==> config.mk <==
export PLATFORM = sky130hd
export DESIGN_NAME = fan_button_pulse_sequencer_flat
export DESIGN_NICKNAME = d
export VERILOG_FILES = /design/src/sv/fbps_pkg.sv /design/src/sv/fbps_in_if.sv /design/src/sv/fbps_out_if.sv /design/src/sv/fbps_seq.sv /design/src/sv/fan_button_pulse_sequencer.sv /design/src/flat_wrapper.sv
export SDC_FILE = /design/constraint.sdc
export NUM_CORES = 1
export LEC_CHECK = 0
export ABC_CLOCK_PERIOD_IN_PS = 7500
export BUFFER_PORTS_ARGS = -buffer_cell sky130_fd_sc_hd__buf_4
export CORE_ASPECT_RATIO = 0.8
export CORE_UTILIZATION = 62
export DETAILED_ROUTE_END_ITERATION = 8
export GPL_TIMING_DRIVEN = 0
export PLACE_DENSITY = 0.82
export SYNTH_ARGS = -nofsm -noshare
export SYNTH_HDL_FRONTEND = slang
export SYNTH_HIERARCHICAL = 1
export SYNTH_SLANG_ARGS = --single-unit
==> constraint.sdc <==
create_clock -name clk -period 7.5 [get_ports clk]
set_input_delay 1.5 -clock clk [delete_from_list [all_inputs] [get_ports clk]]
set_output_delay 1.5 -clock clk [all_outputs]
set_load 0.05 [all_outputs]
==> src/sv/fbps_pkg.sv <==
// ----------------------------------------------------------------------------
// Fan button pulse sequencer package
// Item types, configuration bundle and feedback helpers.
// ----------------------------------------------------------------------------
package fbps_pkg;

  typedef struct packed {
    logic       action;
    logic       ms_tick;
    logic [3:0] feedback_lines;
    logic       want_on;
    logic       speed_given;
    logic [2:0] requested_speed;
  } in_item_t;

  typedef struct packed {
    logic       power_line;
    logic [3:0] speed_lines;
    logic       believed_on;
    logic [2:0] believed_speed;
    logic       state_report;
  } out_item_t;

  typedef struct packed {
    logic [15:0] press_ms;
    logic [15:0] gap_ms;
    logic [15:0] settle_ms;
  } cfg_t;

  localparam logic [15:0] PRESS_MS_RST  = 16'd100;
  localparam logic [15:0] GAP_MS_RST    = 16'd300;
  localparam logic [15:0] SETTLE_MS_RST = 16'd1000;
  localparam logic [2:0]  SPEED_RST     = 3'd4;
  localparam logic [2:0]  SPEED_MAX     = 3'd4;

  // highest lit line wins
  function automatic logic [2:0] level_of(input logic [3:0] lines);
    logic [2:0] lvl;
    priority if (lines[3]) lvl = 3'd4;
    else if (lines[2]) lvl = 3'd3;
    else if (lines[1]) lvl = 3'd2;
    else if (lines[0]) lvl = 3'd1;
    else lvl = 3'd0;
    return lvl;
  endfunction

  function automatic logic [3:0] speed_mask(input logic [2:0] cmd);
    logic [3:0] m;
    m = 4'd0;
    if (cmd >= 3'd1 && cmd <= SPEED_MAX) m = 4'd1 << (cmd - 3'd1);
    return m;
  endfunction

endpackage

==> src/sv/fbps_in_if.sv <==
// ----------------------------------------------------------------------------
// Input channel
// Valid/ready channel carrying one input item.
// ----------------------------------------------------------------------------
interface fbps_in_if;
  logic               valid;
  logic               ready;
  fbps_pkg::in_item_t item;
  modport source (output valid, output item, input ready);
  modport sink (input valid, input item, output ready);
endinterface

==> src/sv/fbps_out_if.sv <==
// ----------------------------------------------------------------------------
// Result channel
// Valid/ready channel carrying one result item.
// ----------------------------------------------------------------------------
interface fbps_out_if;
  logic                valid;
  logic                ready;
  fbps_pkg::out_item_t item;
  modport source (output valid, output item, input ready);
  modport sink (input valid, input item, output ready);
endinterface

==> src/sv/fbps_seq.sv <==
// ----------------------------------------------------------------------------
// Button sequencer core
// Holds the phase, timer and belief state and computes one item's result.
// ----------------------------------------------------------------------------
module fbps_seq (
  input  logic                clk,
  input  logic                rst_n,
  input  logic                step,
  input  fbps_pkg::in_item_t  item,
  input  fbps_pkg::cfg_t      cfg,
  output fbps_pkg::out_item_t result
);

  localparam logic [3:0] PH_IDLE      = 4'd0;
  localparam logic [3:0] PH_OPERATE   = 4'd1;
  localparam logic [3:0] PH_FEEDBACK  = 4'd2;
  localparam logic [3:0] PH_RELAY_ON  = 4'd3;
  localparam logic [3:0] PH_PWR_HIGH  = 4'd4;
  localparam logic [3:0] PH_PWR_WAIT1 = 4'd5;
  localparam logic [3:0] PH_PWR_LOW   = 4'd6;
  localparam logic [3:0] PH_PWR_WAIT2 = 4'd7;
  localparam logic [3:0] PH_PWR_DONE  = 4'd8;
  localparam logic [3:0] PH_SPD_HIGH  = 4'd9;
  localparam logic [3:0] PH_SPD_WAIT1 = 4'd10;
  localparam logic [3:0] PH_SPD_LOW   = 4'd11;
  localparam logic [3:0] PH_SPD_WAIT2 = 4'd12;
  localparam logic [3:0] PH_RELAY_OFF = 4'd13;

  logic [3:0]  phase_r, phase_nxt;
  logic [2:0]  cmd_r, cmd_nxt;
  logic        pend_v_r, pend_v_nxt;
  logic [2:0]  pend_cmd_r, pend_cmd_nxt;
  logic        toggled_r, toggled_nxt;
  logic [15:0] elapsed_r, elapsed_nxt;
  logic        on_r, on_nxt;
  logic [2:0]  spd_r, spd_nxt;
  logic        pwr_r, pwr_nxt;
  logic [3:0]  btn_r, btn_nxt;
  logic [15:0] elapsed_t;
  logic [2:0]  fb;
  logic        fb_on;
  logic        mis;
  logic        report;

  always_comb begin
    fb        = fbps_pkg::level_of(item.feedback_lines);
    fb_on     = (fb != 3'd0);
    mis       = (on_r != fb_on) || (on_r && (spd_r != fb));
    elapsed_t = (item.ms_tick && elapsed_r != 16'hFFFF) ? elapsed_r + 16'd1 : elapsed_r;

    phase_nxt    = phase_r;
    cmd_nxt      = cmd_r;
    pend_v_nxt   = pend_v_r;
    pend_cmd_nxt = pend_cmd_r;
    toggled_nxt  = toggled_r;
    elapsed_nxt  = elapsed_t;
    on_nxt       = on_r;
    spd_nxt      = spd_r;
    pwr_nxt      = pwr_r;
    btn_nxt      = btn_r;
    report       = 1'b0;

    if (item.action) begin
      on_nxt = item.want_on;
      if (item.want_on) begin
        spd_nxt      = item.speed_given ? item.requested_speed : spd_r;
        pend_cmd_nxt = spd_nxt;
      end else begin
        pend_cmd_nxt = 3'd0;
      end
      pend_v_nxt = 1'b1;
      report     = 1'b1;
    end else begin
      unique case (phase_r)
        PH_IDLE: begin
          if (pend_v_r) begin
            cmd_nxt     = pend_cmd_r;
            pend_v_nxt  = 1'b0;
            toggled_nxt = 1'b0;
            phase_nxt   = PH_OPERATE;
          end else if (mis) begin
            elapsed_nxt = 16'd0;
            phase_nxt   = PH_FEEDBACK;
          end
        end
        PH_OPERATE: begin
          if (cmd_r == 3'd0) phase_nxt = fb_on ? PH_RELAY_ON : PH_SPD_HIGH;
          else if (cmd_r <= fbps_pkg::SPEED_MAX) phase_nxt = fb_on ? PH_SPD_HIGH : PH_RELAY_ON;
          else phase_nxt = PH_IDLE;
        end
        PH_FEEDBACK: begin
          if (mis) begin
            if (elapsed_t >= cfg.settle_ms) begin
              on_nxt = fb_on;
              if (fb_on) spd_nxt = fb;
              report    = 1'b1;
              phase_nxt = PH_IDLE;
            end
          end else begin
            phase_nxt = PH_IDLE;
          end
        end
        PH_RELAY_ON: phase_nxt = PH_PWR_HIGH;
        PH_PWR_HIGH: begin
          toggled_nxt = 1'b1;
          pwr_nxt     = 1'b1;
          elapsed_nxt = 16'd0;
          phase_nxt   = PH_PWR_WAIT1;
        end
        PH_PWR_WAIT1: if (elapsed_t >= cfg.press_ms) phase_nxt = PH_PWR_LOW;
        PH_PWR_LOW: begin
          pwr_nxt     = 1'b0;
          elapsed_nxt = 16'd0;
          phase_nxt   = PH_PWR_WAIT2;
        end
        PH_PWR_WAIT2: if (elapsed_t >= cfg.gap_ms) phase_nxt = PH_PWR_DONE;
        PH_PWR_DONE: begin
          if (cmd_r == 3'd0 || (cmd_r == fbps_pkg::SPEED_MAX && toggled_r))
            phase_nxt = PH_RELAY_OFF;
          else
            phase_nxt = PH_SPD_HIGH;
        end
        PH_SPD_HIGH: begin
          btn_nxt     = btn_r | fbps_pkg::speed_mask(cmd_r);
          elapsed_nxt = 16'd0;
          phase_nxt   = PH_SPD_WAIT1;
        end
        PH_SPD_WAIT1: if (elapsed_t >= cfg.press_ms) phase_nxt = PH_SPD_LOW;
        PH_SPD_LOW: begin
          btn_nxt     = btn_r & ~fbps_pkg::speed_mask(cmd_r);
          elapsed_nxt = 16'd0;
          phase_nxt   = PH_SPD_WAIT2;
        end
        PH_SPD_WAIT2: if (elapsed_t >= cfg.gap_ms) phase_nxt = PH_RELAY_OFF;
        default: phase_nxt = PH_IDLE;
      endcase
    end

    result.power_line     = pwr_nxt;
    result.speed_lines    = btn_nxt;
    result.believed_on    = on_nxt;
    result.believed_speed = spd_nxt;
    result.state_report   = report;
  end

  always_ff @(posedge clk) begin
    if (!rst_n) begin
      phase_r    <= PH_IDLE;
      cmd_r      <= 3'd0;
      pend_v_r   <= 1'b0;
      pend_cmd_r <= 3'd0;
      toggled_r  <= 1'b0;
      elapsed_r  <= 16'd0;
      on_r       <= 1'b0;
      spd_r      <= fbps_pkg::SPEED_RST;
      pwr_r      <= 1'b0;
      btn_r      <= 4'd0;
    end else if (step) begin
      phase_r    <= phase_nxt;
      cmd_r      <= cmd_nxt;
      pend_v_r   <= pend_v_nxt;
      pend_cmd_r <= pend_cmd_nxt;
      toggled_r  <= toggled_nxt;
      elapsed_r  <= elapsed_nxt;
      on_r       <= on_nxt;
      spd_r      <= spd_nxt;
      pwr_r      <= pwr_nxt;
      btn_r      <= btn_nxt;
    end
  end

endmodule

==> src/sv/fan_button_pulse_sequencer.sv <==
// ----------------------------------------------------------------------------
// Fan button pulse sequencer
// Input register, sequencer core, result register and configuration registers.
// ----------------------------------------------------------------------------
// Takes one item per clock while the result side is not stalled and returns
// exactly one result item for it; the item is held in the input register and
// its result in the result register before the result is valid. Each item
// makes a single pass through the sequencer core between the input register
// and the result register; the input register lets one new item in while the
// previous result waits. Configuration writes take effect on the next item.
module fan_button_pulse_sequencer (
  input  logic              clk,
  input  logic              rst_n,
  fbps_in_if.sink           in_ch,
  fbps_out_if.source        out_ch,
  input  logic              cfg_we,
  input  logic [1:0]        cfg_index,
  input  logic [15:0]       cfg_wdata
);

  localparam logic [1:0] CFG_PRESS  = 2'd0;
  localparam logic [1:0] CFG_GAP    = 2'd1;
  localparam logic [1:0] CFG_SETTLE = 2'd2;

  fbps_pkg::cfg_t      cfg_r;
  fbps_pkg::in_item_t  in_item_r;
  fbps_pkg::out_item_t out_item_r;
  fbps_pkg::out_item_t result;
  logic                in_v_r;
  logic                out_v_r;
  logic                adv;
  logic                step;

  assign adv         = !out_v_r || out_ch.ready;
  assign step        = in_v_r && adv;
  assign in_ch.ready = !in_v_r || adv;
  assign out_ch.valid = out_v_r;
  assign out_ch.item  = out_item_r;

  always_ff @(posedge clk) begin
    if (!rst_n) begin
      cfg_r.press_ms  <= fbps_pkg::PRESS_MS_RST;
      cfg_r.gap_ms    <= fbps_pkg::GAP_MS_RST;
      cfg_r.settle_ms <= fbps_pkg::SETTLE_MS_RST;
    end else if (cfg_we) begin
      unique case (cfg_index)
        CFG_PRESS:  cfg_r.press_ms  <= cfg_wdata;
        CFG_GAP:    cfg_r.gap_ms    <= cfg_wdata;
        CFG_SETTLE: cfg_r.settle_ms <= cfg_wdata;
        default:    cfg_r           <= cfg_r;
      endcase
    end
  end

  always_ff @(posedge clk) begin
    if (!rst_n) begin
      in_v_r  <= 1'b0;
      out_v_r <= 1'b0;
    end else begin
      if (in_ch.valid && in_ch.ready) in_v_r <= 1'b1;
      else if (step) in_v_r <= 1'b0;
      if (step) out_v_r <= 1'b1;
      else if (out_ch.ready) out_v_r <= 1'b0;
    end
  end

  always_ff @(posedge clk) begin
    if (in_ch.valid && in_ch.ready) in_item_r <= in_ch.item;
    if (step) out_item_r <= result;
  end

  fbps_seq u_seq (
    .clk    (clk),
    .rst_n  (rst_n),
    .step   (step),
    .item   (in_item_r),
    .cfg    (cfg_r),
    .result (result)
  );

endmodule

==> src/flat_wrapper.sv <==
// flat-port wrapper written by rule: the top's interface ports become plain ports
module fan_button_pulse_sequencer_flat 
  (clk, rst_n, cfg_we, cfg_index, cfg_wdata, in_ch_valid, in_ch_item, in_ch_ready, out_ch_valid, out_ch_item, out_ch_ready);
  fbps_in_if in_ch_i ();
  fbps_out_if out_ch_i ();
  input  logic clk;
  input  logic rst_n;
  input  logic cfg_we;
  input  logic [1:0] cfg_index;
  input  logic [15:0] cfg_wdata;
  input wire logic [$bits(in_ch_i.valid)-1:0] in_ch_valid;
  input wire logic [$bits(in_ch_i.item)-1:0] in_ch_item;
  output wire logic [$bits(in_ch_i.ready)-1:0] in_ch_ready;
  output wire logic [$bits(out_ch_i.valid)-1:0] out_ch_valid;
  output wire logic [$bits(out_ch_i.item)-1:0] out_ch_item;
  input wire logic [$bits(out_ch_i.ready)-1:0] out_ch_ready;
  assign in_ch_i.valid = in_ch_valid;
  assign in_ch_i.item = in_ch_item;
  assign in_ch_ready = in_ch_i.ready;
  assign out_ch_valid = out_ch_i.valid;
  assign out_ch_item = out_ch_i.item;
  assign out_ch_i.ready = out_ch_ready;
  fan_button_pulse_sequencer u_core (.clk(clk), .rst_n(rst_n), .in_ch(in_ch_i), .out_ch(out_ch_i), .cfg_we(cfg_we), .cfg_index(cfg_index), .cfg_wdata(cfg_wdata));
endmodule
## Word level (Yosys, flattened, before mapping)

Index checks and enable logic that the tools add are counted.

| word-level totals | value |
|---|---|
| flip-flop bits (word level) | 108 |
| input bits | 34 |
| output and inout bits | 12 |

| operators by class | value |
|---|---|
| $add $sub $neg | 2 |
| order comparisons | 5 |
| equal/unequal tests | 25 |
| shift-type cells | 1 |
| muxes and demuxes | 55 |
| bitwise operators | 4 |
| reductions and logical operators | 29 |

Operator list:

| cell | number |
|---|---|
| 2-to-1 mux 4 bit | 18 |
| 2-to-1 mux 16 bit | 4 |
| one-hot mux 4 bit (13 select lines) | 1 |
| greater-or-equal comparator 16 bit | 3 |
| one-hot mux 16 bit (2 select lines) | 1 |
| 2-to-1 mux 3 bit | 10 |
| == test 4 bit, second input constant | 5 |
| adder 16 x 1 -> 16 bit, second input constant | 1 |
| == test 4 x 3 -> 1 bit, second input constant | 4 |
| 2-to-1 mux 1 bit | 16 |
| inequality test 16 bit, second input constant | 1 |
| inequality test 2 bit, second input constant | 5 |
| AND reduction 2 bit | 5 |
| == test 4 x 2 -> 1 bit, second input constant | 2 |
| one-hot mux 4 bit (2 select lines) | 1 |
| AND reduction 4 bit | 2 |
| AND reduction 8 bit | 1 |
| nonzero test 2 bit | 4 |
| logical AND 1 bit | 6 |
| inequality test 3 bit, second input constant | 2 |
| bitwise AND 4 bit | 1 |
| == test 4 x 1 -> 1 bit, second input constant | 1 |
| logical NOT 4 bit | 1 |
| logical OR 1 bit | 4 |
| 19 further kinds | 22 |

## Longest topological paths before layout

| depth | value |
|---|---|
| depth in word-level cells | 11 |
| depth in mapped cells | 17 |

## Modules after synthesis

Netlist, hierarchy kept.

By module, submodules not included:

| module | instances | cells each | area each (um2) |
|---|---|---|---|
| fbps_seq | 1 | 495 | 3796.1 |
| fan_button_pulse_sequencer | 1 | 214 | 2582.5 |

## Worst setup path after synthesis

No wires, ideal clock.

| timing path | value |
|---|---|
| path kind | flip-flop to flip-flop |
| start | register u_core.u_seq.elapsed_r[6] |
| end | register u_core.out_item_r, in the netlist u_core/out_ch.item[4] (data pin) |
| arrival | 3.405 ns |
| slack | 3.844 ns |
| cell stages (with the launch flop) | 18 |
| buffers on the path | 3 |
| clock period less this slack | 3.656 ns |
| path through | dfxtp_1 > buf_2 > and4_1 > and3_1 > buf_2 > nand2_1 > nor3_2 > and3_1 > xor2_1 > ha_1 > nand4_1 > nor3_2 > or4b_1 > and4_4 > or2_0 > a221oi_1 > inv_1 > buf_4 |

| on the way | value |
|---|---|
| word-level cells in the longest chain between the ends | 8 |

Ends and longest elaborated chain:

| what | RTL line | text |
|---|---|---|
| from (decl) | fbps_seq.sv:34 | `logic [15:0] elapsed_r, elapsed_nxt;` |
| from (signal assigned) | fbps_seq.sv:164 | `elapsed_r <= elapsed_nxt;` |
| branches (longest 2 deep; another with adder 16 x 1 -> 16 bit) | n/a |  |
| 2-to-1 mux 16 bit (*) | fbps_seq.sv:49 | `elapsed_t = (item.ms_tick && elapsed_r != 16'hFFFF) ? elapsed_r + 16'd1 : elapsed_r;` |
| greater-or-equal comparator 16 bit (*) | fbps_seq.sv:93 | `if (elapsed_t >= cfg.settle_ms) begin` |
| 2-to-1 mux 1 bit (*) | fbps_seq.sv:93 |  |
| 2-to-1 mux 1 bit (*) | fbps_seq.sv:92 | `if (mis) begin` |
| 2-to-1 mux 1 bit (*) | fbps_seq.sv:74 | `unique case (phase_r)` |
| 2-to-1 mux 1 bit (*) | fbps_seq.sv:63 | `if (item.action) begin` |
| net u_core.u_seq.on_nxt | fbps_seq.sv:35 | `logic on_r, on_nxt;` |
| to (signal assigned) | fan_button_pulse_sequencer.sv:69 | `if (step) out_item_r <= result;` |
| to (decl) | fan_button_pulse_sequencer.sv:27 | `fbps_pkg::out_item_t out_item_r;` |

Mark *: on every way through the listed nets, which the timed path passes.
A chain may end at the register's enable or synchronous reset.

## Final worst setup path

Same ends and word-level chain as after synthesis.

==> flow_summary.yaml <==
logic_synthesis:
  syn_inst: 709
  ys.flop_type: "dfxtp_1"
  ys_types: 72
  synth_seq_cells: 108
  syn-mean-instance-area_um2: 8.997
  synth_enable_flop_cells: 21
  syn_area_um2: 6379
  synthArstFlopShare: 0
  ys_seq_area_frac: 0.3719
  synth_nets: 795
  synth_warnings: 6
die:
  num_rows: 32
  io_pins: 46
  die_h_um: 92.72
  die_area_um2: 10700
  initial_utilization: 0.6503
  fp.dieW_um: 115.4
  core_area_um2: 9809
timing:
  worst_pin_slew_ps: 1186
  finalCritPeriodShare: 0.5867
  slew_headroom: 0.2075
  drv_slew: 0
  tns_ps: 0
  setup_slack_ps: 3100
  clock_skew_ps: 8.539
  whs_ps: 460.1
  rsz0062_at_grt: "no"
  hold_viol_final: 0
  period_needed_ps: 4400
  max_freq_mhz: 227.3
  finalSetupViolations: 0
detailed_routing:
  viasPerCell: 5.909
  drt_iter0_drc: 350
  drt_wl_total_mm: 15.04
  antenna_left: 0
  drtPass1Iterations: 5
  dr_total_vias: 5354
  wire_per_inst_um: 16.59
  drc: 0
min_path:
  hold_depth: 2
  hold_start: "u_core/cfg_r[2]$_SDFFE_PN0P_"
  hold_end: "u_core/cfg_r[2]$_SDFFE_PN0P_"
  hp-class: "reg2reg"
placed_design:
  dp.cells: 890
  gp_congestion: 0.9170
  hpwl_mm: 11.21
  dp_worst_setup_slack_ps: 3237
  portBuffers: 45
  place_area_um2: 6887
pwr:
  power_per_cell_area_nw_per_um2: 173.0
  leakagePower_nw: 3.133
  peakVddDrop_v: 0.0001161
global_routing:
  first_global_vias: 5049
  grt_pass1_wl_mm: 24.38
  grt_max_degree: 17
  track_usage: 0.2985
  antenna_found_initial: 0
  overflow: 0
cts:
  clock-sinks: 108
  clk-insertion-delay-late_ps: 350
  cts_setup_buffers: 0
  holdBufCountCts: 0
  root_buffer: "clkbuf_16"
  clk_pin_slew_ps: 70
  cts_made_buffers: 9
  cts_tree: "done"
  clockBufferDepth: 2
  ctsHtreeMaxLevel: 3
  ctsResizeCount: 0
setup_path:
  critical_path.cell_chain: "buf_2 > and4_1 > and3_1 > buf_2 > nand2_1 > nor3_2 > and3_1 > xor2_1 > ha_1 > nand4_1 > nor3_2 > or4b_1 > and4_4 > or2_0 > a221oi_1 > inv_1 > buf_4"
  crit_buf_inv: 4
  critPathRequiredTime_ps: 7620
  critPathMaxFanout: 8
  r2r_slack_ps: 3100
  cp.arrival_ps: 4520
  reg2reg_from: "u_core/u_seq/elapsed_r[6]$_SDFFE_PN0P_"
  r2r_end: "u_core/out_ch.item[4]$_DFFE_PP_"
  cp_slowest_cell: "or4b_1"
  crit_family: "simple AND/OR/NAND/NOR gates"
  r2r_cells: 17
  critPathKind: "reg2reg"
  setup.worst_path.end_class: "register"
  max_stage_delay_ps: 490
  cp-start-kind: "register"
layout:
  drive_above_1_share: 0.1208
  syn_to_final_growth_pct: 12.42
  antenna_cells: 0
  finalNonFillerCells: 906
  nFillCells: 749
  nNetsFinal: 851
  stdcell_area_um2: 7171
flow_run:
  cap_viol_max_count: 0
outcome:
  status: "finished clean"
worst reg2reg max path, cell delays in order (launching register included):
cell and delay [ps]:
dfxtp_1 300, buf_2 170, and4_1 220, and3_1 180
buf_2 190, nand2_1 80, nor3_2 280, and3_1 230
xor2_1 380, ha_1 220, nand4_1 130, nor3_2 310
or4b_1 490, and4_4 240, or2_0 230, a221oi_1 310
inv_1 70, buf_4 130
power breakdown:
part / total, mW / internal, mW / switching, mW
Combinational: 0.149 / 0.0600 / 0.0887
Sequential: 0.626 / 0.613 / 0.0131
Clock: 0.466 / 0.256 / 0.210
Total: 1.24 / 0.928 / 0.312
metal layers:
| metal | global-route usage | wire, um |
|---|---|---|
| met5 | 0 | 0 |
| met4 | 0.1017 | 233 |
| met3 | 0.07788 | 1105 |
| met2 | 0.4755 | 6829 |
| met1 | 0.3901 | 6867 |
synth_stat cells (6+ instances only):
library cell,number,share of area
o21ai_0,29,0.023
mux2i_1,56,0.088
and3_1,8,0.0078
a21oi_1,24,0.019
nor4_1,6,0.0059
xnor2_1,11,0.015
nand2b_1,10,0.0098
ha_1,52,0.10
nand4_1,10,0.0098
nand2_1,101,0.059
nor2_1,23,0.014
a21boi_0,7,0.0082
inv_1,60,0.035
nand3_1,16,0.013
edfxtp_1,21,0.099
xor2_1,6,0.0082
nor2b_1,34,0.033
a31oi_1,8,0.0078
dfxtp_1,87,0.27
clkbuf_1,25,0.015
kinds of logic (layout without fill, tap and decap cells):
logic type / count (synthesis) / after routing / synth area share
AND/OR/NAND/NOR: 254 / 254 / 0.2124
AO/OA/AOI/OAI: 120 / 120 / 0.1279
flip-flops: 108 / 108 / 0.3719
buffers and inverters: 97 / 158 / 0.06571
multiplexers: 61 / 61 / 0.09670
adder cells (fa/ha/maj): 52 / 52 / 0.1020
XOR/XNOR: 17 / 17 / 0.02334
cell type report:
| type | count | area [um2] | share of cell area |
|---|---|---|---|
| Buffer | 37 | 193.9 | 0.02705 |
| Multi-Input combinational cell | 504 | 3587 | 0.5003 |
| Sequential cell | 108 | 2372 | 0.3308 |
| Inverter | 60 | 225.2 | 0.03141 |
| Clock inverter | 6 | 55.05 | 0.007678 |
| Tap cell | 136 | 170.2 | 0.02373 |
| Timing Repair Buffer | 45 | 337.8 | 0.04711 |
| Clock buffer | 10 | 229.0 | 0.03193 |
sequential cells by signal, summed over array words and instances, names as in the netlist:
name and cells:
u_core/cfg_r 48, u_core/u_seq/elapsed_r 16, u_core/in_item_r 11, u_core/out_ch.item 10, u_core/u_seq/btn_r 4, u_core/u_seq/phase_r 4, u_core/u_seq/cmd_r 3, u_core/u_seq/pend_cmd_r 3
u_core/u_seq/spd_r 3, u_core/in_v_r 1, u_core/out_ch.valid 1, u_core/u_seq/on_r 1, u_core/u_seq/pend_v_r 1, u_core/u_seq/pwr_r 1, u_core/u_seq/toggled_r 1
per-stage QoR:
stage | util | power (mW)
3_5_place_dp | 0.7020 | 0.7839
3_3_place_gp | 0.7020 | 0.7780
5_1_grt | 0.7310 | 1.288
4_1_cts | 0.7310 | 1.247
2_1_floorplan | - | 0.7349
6_report | 0.7310 | 1.240
worst max-delay path by stage:
stage                                                 startpoint  slack, ps                               to  depth (start not counted)
after floorplan           u_core/u_seq/elapsed_r[6]$_SDFFE_PN0P_       3840  u_core/out_ch.item[4]$_DFFE_PP_                         17
after global placement    u_core/u_seq/elapsed_r[6]$_SDFFE_PN0P_       3260  u_core/out_ch.item[4]$_DFFE_PP_                         17
after detailed placement  u_core/u_seq/elapsed_r[6]$_SDFFE_PN0P_       3240  u_core/out_ch.item[4]$_DFFE_PP_                         17
after CTS                 u_core/u_seq/elapsed_r[6]$_SDFFE_PN0P_       3170  u_core/out_ch.item[4]$_DFFE_PP_                         17
after global routing      u_core/u_seq/elapsed_r[0]$_SDFFE_PN0P_       2810  u_core/out_ch.item[4]$_DFFE_PP_                         15
final                     u_core/u_seq/elapsed_r[6]$_SDFFE_PN0P_       3100  u_core/out_ch.item[4]$_DFFE_PP_                         17
layout by cell type (no fill, tap or decap), types with 4 or more instances in the layout:
master	n
ha_1	52
nand4b_1	5
a21boi_0	7
edfxtp_1	21
nor4_1	6
dfxtp_1	87
a31oi_1	8
xor2_1	6
clkbuf_1	26
nand2b_1	10
nor2b_1	34
o211ai_1	5
nor3_1	5
xnor2_1	11
mux2i_1	56
nor2_1	23
and2_1	4
clkbuf_16	9
and3_1	8
o21a_1	5
nand3_1	16
nand2_1	101
inv_1	60
a21oi_1	24
buf_4	50
a22oi_1	5
a32o_1	4
or2_2	4
o21ai_0	29
mux2_2	5
nand3b_1	5
buf_2	4
nand4_1	10
Note: power is estimated with default switching activity, not from simulation.
